File: src/rtl/ymd_pkg.sv
// ymd_pkg: shared types and the CRC-16/XMODEM byte update for the YMODEM deframer.
// No dependencies; used by the controller, output buffer and top level.
package ymd_pkg;

  localparam logic [15:0] CRC_POLY = 16'h1021;

  // one result item as it leaves the block
  typedef struct packed {
    logic [2:0]  kind;
    logic [7:0]  payload_byte;
    logic [9:0]  payload_index;
    logic [7:0]  seq_number;
    logic [10:0] frame_length;
    logic [2:0]  error_cause;
  } out_t;

  // result beat from the frame controller to the output buffer
  typedef struct packed {
    logic valid;
    out_t data;
  } res_beat_t;

  // MSB-first CRC update over one byte, eight shift steps
  function automatic logic [15:0] crc_byte(input logic [15:0] crc, input logic [7:0] b);
    logic [15:0] c;
    c = crc ^ {b, 8'h00};
    for (int i = 0; i < 8; i++) begin
      if (c[15]) begin
        c = {c[14:0], 1'b0} ^ CRC_POLY;
      end else begin
        c = {c[14:0], 1'b0};
      end
    end
    return c;
  endfunction

endpackage

File: src/rtl/ymd_if.sv
// ymd_if: valid/ready channel interfaces for received bytes and deframer results.
// No dependencies.
interface ymd_in_if;
  logic       valid;
  logic       ready;
  logic [7:0] rx_byte;
  logic       timed_out;

  modport source (output valid, output rx_byte, output timed_out, input ready);
  modport sink   (input valid, input rx_byte, input timed_out, output ready);
endinterface

interface ymd_out_if;
  logic        valid;
  logic        ready;
  logic [2:0]  kind;
  logic [7:0]  payload_byte;
  logic [9:0]  payload_index;
  logic [7:0]  seq_number;
  logic [10:0] frame_length;
  logic [2:0]  error_cause;

  modport source (output valid, output kind, output payload_byte, output payload_index,
                  output seq_number, output frame_length, output error_cause, input ready);
  modport sink   (input valid, input kind, input payload_byte, input payload_index,
                  input seq_number, input frame_length, input error_cause, output ready);
endinterface

File: src/rtl/ymd_frame_ctl.sv
// ymd_frame_ctl: frame state machine, payload counter and running CRC.
// Depends on ymd_pkg (out_t, res_beat_t, crc_byte).
module ymd_frame_ctl #(
  parameter int SHORT_PAYLOAD = 128,
  parameter int LONG_PAYLOAD  = 1024
) (
  input  logic               clk,
  input  logic               rst_n,
  input  logic               fire,
  input  logic [7:0]         rx_byte,
  input  logic               timed_out,
  output ymd_pkg::res_beat_t res
);

  localparam int CW = $clog2(LONG_PAYLOAD + 1);

  // control characters
  localparam logic [7:0] CH_SOH = 8'h01;
  localparam logic [7:0] CH_STX = 8'h02;
  localparam logic [7:0] CH_EOT = 8'h04;
  localparam logic [7:0] CH_CAN = 8'h18;

  // result kinds
  localparam logic [2:0] K_PAYLOAD = 3'd0;
  localparam logic [2:0] K_GOOD    = 3'd1;
  localparam logic [2:0] K_EOT     = 3'd2;
  localparam logic [2:0] K_CANCEL  = 3'd3;
  localparam logic [2:0] K_ERROR   = 3'd4;

  // error causes
  localparam logic [2:0] E_BAD_START = 3'd1;
  localparam logic [2:0] E_TIMEOUT   = 3'd2;
  localparam logic [2:0] E_SEQ       = 3'd3;
  localparam logic [2:0] E_CRC       = 3'd4;
  localparam logic [2:0] E_CAN       = 3'd5;

  typedef enum logic [6:0] {
    PH_IDLE = 7'b0000001,
    PH_CAN  = 7'b0000010,
    PH_SEQ  = 7'b0000100,
    PH_SEQC = 7'b0001000,
    PH_DATA = 7'b0010000,
    PH_CRCH = 7'b0100000,
    PH_CRCL = 7'b1000000
  } phase_t;

  phase_t          phase_r, phase_nxt;
  logic            long_r, long_nxt;
  logic [CW-1:0]   cnt_r, cnt_nxt;
  logic [15:0]     crc_r, crc_nxt;
  logic [7:0]      seq_r, seq_nxt;
  logic            seqok_r, seqok_nxt;
  logic [7:0]      crch_r, crch_nxt;

  logic [CW-1:0]   frame_size;
  logic [CW-1:0]   cnt_inc;
  logic            in_frame;

  assign frame_size = long_r ? CW'(LONG_PAYLOAD) : CW'(SHORT_PAYLOAD);
  assign cnt_inc    = cnt_r + CW'(1);
  assign in_frame   = (phase_r != PH_IDLE) && (phase_r != PH_CAN);

  // next state and result for the byte in hand
  always_comb begin
    phase_nxt = phase_r;
    long_nxt  = long_r;
    cnt_nxt   = cnt_r;
    crc_nxt   = crc_r;
    seq_nxt   = seq_r;
    seqok_nxt = seqok_r;
    crch_nxt  = crch_r;
    res       = '0;
    if (fire) begin
      if (timed_out && in_frame) begin
        // timeout drops the frame
        phase_nxt              = PH_IDLE;
        res.valid              = 1'b1;
        res.data.kind          = K_ERROR;
        res.data.seq_number    = seq_r;
        res.data.error_cause   = E_TIMEOUT;
      end else begin
        case (phase_r)
          PH_IDLE: begin
            if (timed_out) begin
              res.valid            = 1'b1;
              res.data.kind        = K_ERROR;
              res.data.error_cause = E_TIMEOUT;
            end else if (rx_byte == CH_SOH || rx_byte == CH_STX) begin
              long_nxt  = (rx_byte == CH_STX);
              cnt_nxt   = '0;
              crc_nxt   = '0;
              seq_nxt   = '0;
              seqok_nxt = 1'b0;
              crch_nxt  = '0;
              phase_nxt = PH_SEQ;
            end else if (rx_byte == CH_EOT) begin
              res.valid     = 1'b1;
              res.data.kind = K_EOT;
            end else if (rx_byte == CH_CAN) begin
              phase_nxt = PH_CAN;
            end else begin
              res.valid            = 1'b1;
              res.data.kind        = K_ERROR;
              res.data.error_cause = E_BAD_START;
            end
          end
          PH_CAN: begin
            phase_nxt = PH_IDLE;
            res.valid = 1'b1;
            if (timed_out) begin
              res.data.kind        = K_ERROR;
              res.data.error_cause = E_TIMEOUT;
            end else if (rx_byte == CH_CAN) begin
              res.data.kind = K_CANCEL;
            end else begin
              res.data.kind        = K_ERROR;
              res.data.error_cause = E_CAN;
            end
          end
          PH_SEQ: begin
            seq_nxt   = rx_byte;
            phase_nxt = PH_SEQC;
          end
          PH_SEQC: begin
            seqok_nxt = ((rx_byte ^ 8'hff) == seq_r);
            cnt_nxt   = '0;
            phase_nxt = PH_DATA;
          end
          PH_DATA: begin
            res.valid              = 1'b1;
            res.data.kind          = K_PAYLOAD;
            res.data.payload_byte  = rx_byte;
            res.data.payload_index = 10'(cnt_r);
            crc_nxt                = ymd_pkg::crc_byte(crc_r, rx_byte);
            cnt_nxt                = cnt_inc;
            if (cnt_inc >= frame_size) begin
              phase_nxt = PH_CRCH;
            end
          end
          PH_CRCH: begin
            crch_nxt  = rx_byte;
            phase_nxt = PH_CRCL;
          end
          PH_CRCL: begin
            // complement mismatch outranks CRC mismatch
            phase_nxt           = PH_IDLE;
            res.valid           = 1'b1;
            res.data.seq_number = seq_r;
            if (!seqok_r) begin
              res.data.kind        = K_ERROR;
              res.data.error_cause = E_SEQ;
            end else if ({crch_r, rx_byte} != crc_r) begin
              res.data.kind        = K_ERROR;
              res.data.error_cause = E_CRC;
            end else begin
              res.data.kind         = K_GOOD;
              res.data.frame_length = long_r ? 11'(LONG_PAYLOAD) : 11'(SHORT_PAYLOAD);
            end
          end
          default: begin
            phase_nxt = PH_IDLE;
          end
        endcase
      end
    end
  end

  // state registers
  always_ff @(posedge clk) begin
    if (!rst_n) begin
      phase_r <= PH_IDLE;
      long_r  <= 1'b0;
      cnt_r   <= '0;
      crc_r   <= '0;
      seq_r   <= '0;
      seqok_r <= 1'b0;
      crch_r  <= '0;
    end else begin
      phase_r <= phase_nxt;
      long_r  <= long_nxt;
      cnt_r   <= cnt_nxt;
      crc_r   <= crc_nxt;
      seq_r   <= seq_nxt;
      seqok_r <= seqok_nxt;
      crch_r  <= crch_nxt;
    end
  end

  // payload beats only come out of the data phase
  a_payload_in_data: assert property (@(posedge clk) disable iff (!rst_n)
    (res.valid && res.data.kind == K_PAYLOAD) |-> (phase_r == PH_DATA))
    else $error("payload beat outside data phase");

  // counter never runs past the frame size
  a_cnt_bound: assert property (@(posedge clk) disable iff (!rst_n)
    (phase_r == PH_DATA) |-> (cnt_r < frame_size))
    else $error("payload counter overran frame");

  // last CRC byte always closes the frame with a verdict
  a_crcl_verdict: assert property (@(posedge clk) disable iff (!rst_n)
    (fire && phase_r == PH_CRCL) |-> (res.valid && res.data.kind != K_PAYLOAD))
    else $error("no verdict at end of frame");

endmodule

File: src/rtl/ymd_out_buf.sv
// ymd_out_buf: result register plus skid register on the output channel.
// Depends on ymd_pkg (out_t, res_beat_t) and ymd_out_if.
module ymd_out_buf (
  input  logic               clk,
  input  logic               rst_n,
  input  ymd_pkg::res_beat_t res,
  output logic               room,
  ymd_out_if.source          out_if
);

  logic          out_valid_r, out_valid_nxt;
  ymd_pkg::out_t out_data_r, out_data_nxt;
  logic          skd_valid_r, skd_valid_nxt;
  ymd_pkg::out_t skd_data_r, skd_data_nxt;
  logic          stall;

  // upstream may push while the skid slot is free
  assign room  = !skd_valid_r;
  assign stall = out_valid_r && !out_if.ready;

  always_comb begin
    out_valid_nxt = out_valid_r;
    out_data_nxt  = out_data_r;
    skd_valid_nxt = skd_valid_r;
    skd_data_nxt  = skd_data_r;
    if (stall) begin
      if (res.valid) begin
        skd_valid_nxt = 1'b1;
        skd_data_nxt  = res.data;
      end
    end else if (skd_valid_r) begin
      out_valid_nxt = 1'b1;
      out_data_nxt  = skd_data_r;
      skd_valid_nxt = 1'b0;
    end else begin
      out_valid_nxt = res.valid;
      out_data_nxt  = res.data;
    end
  end

  always_ff @(posedge clk) begin
    if (!rst_n) begin
      out_valid_r <= 1'b0;
      skd_valid_r <= 1'b0;
    end else begin
      out_valid_r <= out_valid_nxt;
      skd_valid_r <= skd_valid_nxt;
    end
  end

  always_ff @(posedge clk) begin
    out_data_r <= out_data_nxt;
    skd_data_r <= skd_data_nxt;
  end

  assign out_if.valid         = out_valid_r;
  assign out_if.kind          = out_data_r.kind;
  assign out_if.payload_byte  = out_data_r.payload_byte;
  assign out_if.payload_index = out_data_r.payload_index;
  assign out_if.seq_number    = out_data_r.seq_number;
  assign out_if.frame_length  = out_data_r.frame_length;
  assign out_if.error_cause   = out_data_r.error_cause;

  // skid only fills behind a held result
  a_skid_behind_out: assert property (@(posedge clk) disable iff (!rst_n)
    skd_valid_r |-> out_valid_r)
    else $error("skid holds data with empty output register");

  // no push into a full buffer
  a_no_overflow: assert property (@(posedge clk) disable iff (!rst_n)
    res.valid |-> !skd_valid_r)
    else $error("result pushed into full buffer");

  // a drained output refills from the skid next cycle
  a_skid_drain: assert property (@(posedge clk) disable iff (!rst_n)
    (out_valid_r && out_if.ready && skd_valid_r) |=> (out_valid_r && !skd_valid_r))
    else $error("skid did not move to output");

endmodule

File: src/rtl/ymodem_packet_deframer.sv
// ymodem_packet_deframer: top level of the YMODEM frame receiver (CRC-16/XMODEM).
// Depends on ymd_pkg, ymd_if, ymd_frame_ctl and ymd_out_buf.
//
//  channel  dir  handshake            beat contents
//  in_if    in   valid/ready          rx_byte, timed_out
//  out_if   out  valid/ready          kind, payload_byte, payload_index,
//                                     seq_number, frame_length, error_cause
//
// One byte is accepted every cycle while the skid register is free; the CRC update for a
// byte is done in the same cycle it is accepted, and its result is registered before out_if.
// Reset (rst_n low, synchronous) returns the receiver to idle, awaiting a start byte.
// A stalled output holds one result in its register and one more in a skid
// register; in_if.ready drops only while the skid register is occupied.
module ymodem_packet_deframer #(
  parameter int SHORT_PAYLOAD = 128,
  parameter int LONG_PAYLOAD  = 1024
) (
  input  logic       clk,
  input  logic       rst_n,
  ymd_in_if.sink     in_if,
  ymd_out_if.source  out_if
);

  ymd_pkg::res_beat_t res;
  logic               room;
  logic               fire;

  assign in_if.ready = room;
  assign fire        = in_if.valid && room;

  ymd_frame_ctl #(
    .SHORT_PAYLOAD (SHORT_PAYLOAD),
    .LONG_PAYLOAD  (LONG_PAYLOAD)
  ) u_ctl (
    .clk       (clk),
    .rst_n     (rst_n),
    .fire      (fire),
    .rx_byte   (in_if.rx_byte),
    .timed_out (in_if.timed_out),
    .res       (res)
  );

  ymd_out_buf u_obuf (
    .clk    (clk),
    .rst_n  (rst_n),
    .res    (res),
    .room   (room),
    .out_if (out_if)
  );

endmodule

File: src/flat_wrapper.sv
// flat-port wrapper written by rule: the top's interface ports become plain ports
module ymodem_packet_deframer_flat 
#(
  parameter int SHORT_PAYLOAD = 128,
  parameter int LONG_PAYLOAD  = 1024
)
  (clk, rst_n, in_if_valid, in_if_rx_byte, in_if_timed_out, in_if_ready, out_if_valid, out_if_kind, out_if_payload_byte, out_if_payload_index, out_if_seq_number, out_if_frame_length, out_if_error_cause, out_if_ready);
  ymd_in_if in_if_i ();
  ymd_out_if out_if_i ();
  input  logic clk;
  input  logic rst_n;
  input wire logic [$bits(in_if_i.valid)-1:0] in_if_valid;
  input wire logic [$bits(in_if_i.rx_byte)-1:0] in_if_rx_byte;
  input wire logic [$bits(in_if_i.timed_out)-1:0] in_if_timed_out;
  output wire logic [$bits(in_if_i.ready)-1:0] in_if_ready;
  output wire logic [$bits(out_if_i.valid)-1:0] out_if_valid;
  output wire logic [$bits(out_if_i.kind)-1:0] out_if_kind;
  output wire logic [$bits(out_if_i.payload_byte)-1:0] out_if_payload_byte;
  output wire logic [$bits(out_if_i.payload_index)-1:0] out_if_payload_index;
  output wire logic [$bits(out_if_i.seq_number)-1:0] out_if_seq_number;
  output wire logic [$bits(out_if_i.frame_length)-1:0] out_if_frame_length;
  output wire logic [$bits(out_if_i.error_cause)-1:0] out_if_error_cause;
  input wire logic [$bits(out_if_i.ready)-1:0] out_if_ready;
  assign in_if_i.valid = in_if_valid;
  assign in_if_i.rx_byte = in_if_rx_byte;
  assign in_if_i.timed_out = in_if_timed_out;
  assign in_if_ready = in_if_i.ready;
  assign out_if_valid = out_if_i.valid;
  assign out_if_kind = out_if_i.kind;
  assign out_if_payload_byte = out_if_i.payload_byte;
  assign out_if_payload_index = out_if_i.payload_index;
  assign out_if_seq_number = out_if_i.seq_number;
  assign out_if_frame_length = out_if_i.frame_length;
  assign out_if_error_cause = out_if_i.error_cause;
  assign out_if_i.ready = out_if_ready;
  ymodem_packet_deframer #(.SHORT_PAYLOAD(SHORT_PAYLOAD), .LONG_PAYLOAD(LONG_PAYLOAD)) u_core (.clk(clk), .rst_n(rst_n), .in_if(in_if_i), .out_if(out_if_i));
endmodule
File: config.mk
export PLATFORM = sky130hd
export DESIGN_NAME = ymodem_packet_deframer_flat
export DESIGN_NICKNAME = d
export VERILOG_FILES = /design/src/rtl/ymd_pkg.sv /design/src/rtl/ymd_if.sv /design/src/rtl/ymd_frame_ctl.sv /design/src/rtl/ymd_out_buf.sv /design/src/rtl/ymodem_packet_deframer.sv /design/src/flat_wrapper.sv
export SDC_FILE = /design/constraint.sdc
export NUM_CORES = 1
export LEC_CHECK = 0
export ABC_CLOCK_PERIOD_IN_PS = 6300
export BUFFER_PORTS_ARGS = -buffer_cell sky130_fd_sc_hd__buf_2
export CAP_MARGIN = 30
export CORE_ASPECT_RATIO = 0.8
export CORE_MARGIN = 4
export CORE_UTILIZATION = 55
export CTS_CLUSTER_DIAMETER = 40
export CTS_CLUSTER_SIZE = 28
export DETAILED_ROUTE_END_ITERATION = 8
export PLACE_DENSITY = 0.8
export SETUP_SLACK_MARGIN = 0.4
export SKIP_LAST_GASP = 1
export SLEW_MARGIN = 20
export SYNTH_ARGS = -nofsm -noshare
export SYNTH_HDL_FRONTEND = slang
export SYNTH_HIERARCHICAL = 1
export SYNTH_SLANG_ARGS = --single-unit
File: constraint.sdc
create_clock -name clk -period 6.3 [get_ports clk]
set_input_delay 1.26 -clock clk [delete_from_list [all_inputs] [get_ports clk]]
set_output_delay 1.26 -clock clk [all_outputs]
set_load 0.01 [all_outputs]
==> reports/results.txt <==
Port Buf Inserts: 57
setup bufs post-CTS: 0
RSZ-0062 raised after global routing: no
crit path kind: flip-flop to flip-flop
Hold WC Path Type: flip-flop to flip-flop
Logic pwr share: 0.077
final WL: 14,200 um
global-route wire length before repair: 23,000 um
H-tree levels: 4
Yosys cell types: 62
Max-slew headroom: 0.360
initial core utilization: 0.576
Worst Path Arrival: 3760 ps
vias in the first global route: 4,369
Clock Power Share: 0.455
initial antenna violation count: 0
global route overflow: 0
Sw Ratio: 0.237
cell accounting for the most synthesized area: edfxtp_1
1st-pass router iterations: 5
vias per cell: 5.79
Synth Warn #: 6
Ant. Diodes: 0
TritonCTS clock tree: yes
Async SR Flop Fraction: 0
post-synthesis mux area share: 0.0984
Post-Syn Area: 0.00678 sq mm
total chip power: 2.17 mW
Hold-fix buffers, CTS: 0
DP HPWL: 9840 um
Clock Sinks: 140
Period Utilization, post-route: 0.552
Fmax: 287 MHz
DRC violations left: 0
Cells after Synth: 565
minimum clock period: 3480 ps
Synth Area in Adders: 0.00554
sequential share of power: 0.468
pwr dens: 285 mW/mm^2
status: finished clean
maxcap violations: 0
Ports: 58
Synth Area in Compound Gates: 0.0877
initial DRC count: 359
number of flops mapped to enable cells by yosys: 86
ranking of synthesized cells by area: edfxtp_1 (38%), dfxtp_1 (16%), mux2_4 (8.4%), xnor2_1 (5.2%), a22oi_1 (3.9%)
clock skew: 8.52 ps
Final setup violation count: 0
layout cell share with drive strength beyond 1: 0.245
Crit path largest cell delay: 480 ps
post-CTS sizing: 0
Post-Synth XOR/XNOR Area: 0.0775
Critical Path Source Type: flip-flop
Layout Nets: 627
most frequent CP cell: ha_1
syn_area_per_cell: 12.0 sq um
switching power: 0.515 mW
Die Y: 107 um
Post-DRT Antenna Nets: 0
Max stage delay cell, worst path: nor4b_1
DR WL/cell: 18.4 um
Static Leak: 2.85 nW
Layout area overhead: 12.6%
clock-pin slew on the worst setup and hold paths: 60 ps
Num CTS Buffers: 17
largest family of logic cells by synthesized area: simple AND/OR/NAND/NOR gates
clock latency on the worst-skew pair: 410 ps
crit path capture type: flip-flop
Max clock buf depth: 2
FF+latch count, synth: 140
Seq/Total Area, Yosys: 0.540
total die area: 0.0142 sq mm
critical-path cell list: ha_1 -> nand3_1 -> nor3_1 -> xor2_1 -> ha_1 -> nor2_1 -> nand4_1 -> nor4b_1 -> o311ai_0 -> a211oi_1 -> a41oi_1
GRT Resource Usage Total: 0.208
Int Pwr: 1.66 mW
share of the synthesized area in the top cell type: 0.381
DR vias: 4,473
cell row count: 35
Simple-Gate Fraction of Synth Area: 0.140
Final Hold Fails: 0
final slew viol count: 0
core area: 0.0118 sq mm
peak supply drop: 0.000201 V
Most used DFF post-synth: edfxtp_1
Root Buffer: clkbuf_16
crit-path max FO: 7
Setup TNS: 0 ps
GP Congestion: 0.937
largest net degree at the start of global routing: 47
CP required: 6580 ps
Slew @ Worst Pin: 946 ps
Die W: 132 um
-- through the flow --
step           setup WS, ps  instances  hold slack [ps]  instance area (sq um)  utilization
6_report               2820        772              518                   7640        0.648
3_5_place_dp           2650        739              508                   7040        0.598
3_3_place_gp           2390        738              485                   7020        0.596
5_1_grt                2720        772              557                   7640        0.648
4_1_cts                2930        771              521                   7630        0.648
2_1_floorplan          1470        573              469                   6810            -
-- state kept, by name (all words and copies together) (netlist names) --
name / flops
u_core/u_ctl/cnt_r: 11
u_core/u_obuf/out_if.error_cause: 3
u_core/u_ctl/crc_r: 16
u_core/u_ctl/phase_r: 7
u_core/u_obuf/out_if.payload_byte: 8
u_core/u_obuf/out_if.valid: 1
u_core/u_obuf/skd_valid_r: 1
u_core/u_obuf/out_if.seq_number: 8
u_core/u_obuf/skd_data_r: 43
u_core/u_ctl/crch_r: 8
u_core/u_ctl/seq_r: 8
u_core/u_ctl/seqok_r: 1
u_core/u_obuf/out_if.frame_length: 11
u_core/u_ctl/long_r: 1
u_core/u_obuf/out_if.payload_index: 10
u_core/u_obuf/out_if.kind: 3
-- cells in the final DEF (no fill, tap or decap), drive strengths merged, types with 3 or more instances in the layout --
cell type / n
edfxtp: 86
mux2: 43
a21oi: 13
conb: 9
xor2: 20
a31oi: 5
clkinv: 6
nor4: 5
clkbuf: 17
or4: 3
dfxtp: 54
nand3: 14
nor4b: 4
nor2: 65
nand2b: 3
nand4: 8
xnor2: 40
nand2: 18
a211oi: 5
or3: 6
buf: 63
a22oi: 35
mux2i: 4
o21ai: 9
inv: 16
and3: 5
ha: 3
and2: 29
nor3: 7
-- layout make-up --
cell class	instances	area [sq um]
clock inverters	15	159
fillers	882	4140
flip-flops and latches	140	3660
well taps	148	185
repair buffers	63	343
multi-input cells	380	2830
inverters	9	33.8
clock buffers	17	425
-- power groups by stage --
stage,combinational (mW),clock [mW],sequential (mW)
floorplan,0.109,0,1.05
global placement,0.162,0,1.04
detailed placement,0.166,0,1.04
CTS,0.167,1.01,1.02
global route,0.182,1.05,1.02
finish,0.167,0.989,1.02
-- synthesized netlist by cell type, types with 4 or more instances --
| cell | instances |
|---|---|
| xnor2_1 | 40 |
| xor2_1 | 20 |
| mux2_2 | 5 |
| a21oi_1 | 13 |
| dfxtp_1 | 54 |
| nor4_1 | 5 |
| buf_2 | 11 |
| buf_4 | 11 |
| edfxtp_1 | 86 |
| mux2i_1 | 4 |
| or3_1 | 5 |
| nand2_1 | 18 |
| nor3_1 | 5 |
| nor2_1 | 63 |
| a22oi_1 | 35 |
| and3_1 | 5 |
| clkbuf_1 | 14 |
| nand4_1 | 8 |
| a31oi_1 | 5 |
| mux2_4 | 38 |
| inv_1 | 9 |
| o21ai_0 | 9 |
| buf_12 | 4 |
| nand3_1 | 14 |
| a211oi_1 | 5 |
| and2_1 | 29 |
-- final timing paths --
check / from / cells after the start / slack, ps / to
max: u_core/u_ctl/cnt_r[0] / 11 / 2820 / u_core/u_ctl/phase_r[0]
min: u_core/u_ctl/crc_r[12] / 2 / 520 / u_core/u_ctl/crc_r[12]
max reg2reg: u_core/u_ctl/cnt_r[0] / 11 / 2820 / u_core/u_ctl/phase_r[0]
min reg2reg: u_core/u_ctl/crc_r[12] / 2 / 520 / u_core/u_ctl/crc_r[12]
-- critical path: cells and delay by family (launching register included) --
kind / cells / cell delay [ps]
and+or+nand+nor: 5 / 1280
adders and majority gates: 2 / 570
DFF: 1 / 460
AOI/OAI and AO/OA: 3 / 880
xor gates and xnor gates: 1 / 160
-- metal layers --
metal	vias to the layer above	GRT usage	share of wire
met2	165	0.324	0.46
met5	-	0	0
met4	0	0.0652	0.012
li1	2131	-	-
met3	14	0.0537	0.065
met1	2163	0.286	0.47
-- cell families after synthesis --
family	Yosys count
fa+ha+maj	3
compound gates	84
mux	47
buf+inv	53
xor+xnor	60
simple gates	177
other cells	1
flops	140
Note: power is estimated with default switching activity, not from simulation.
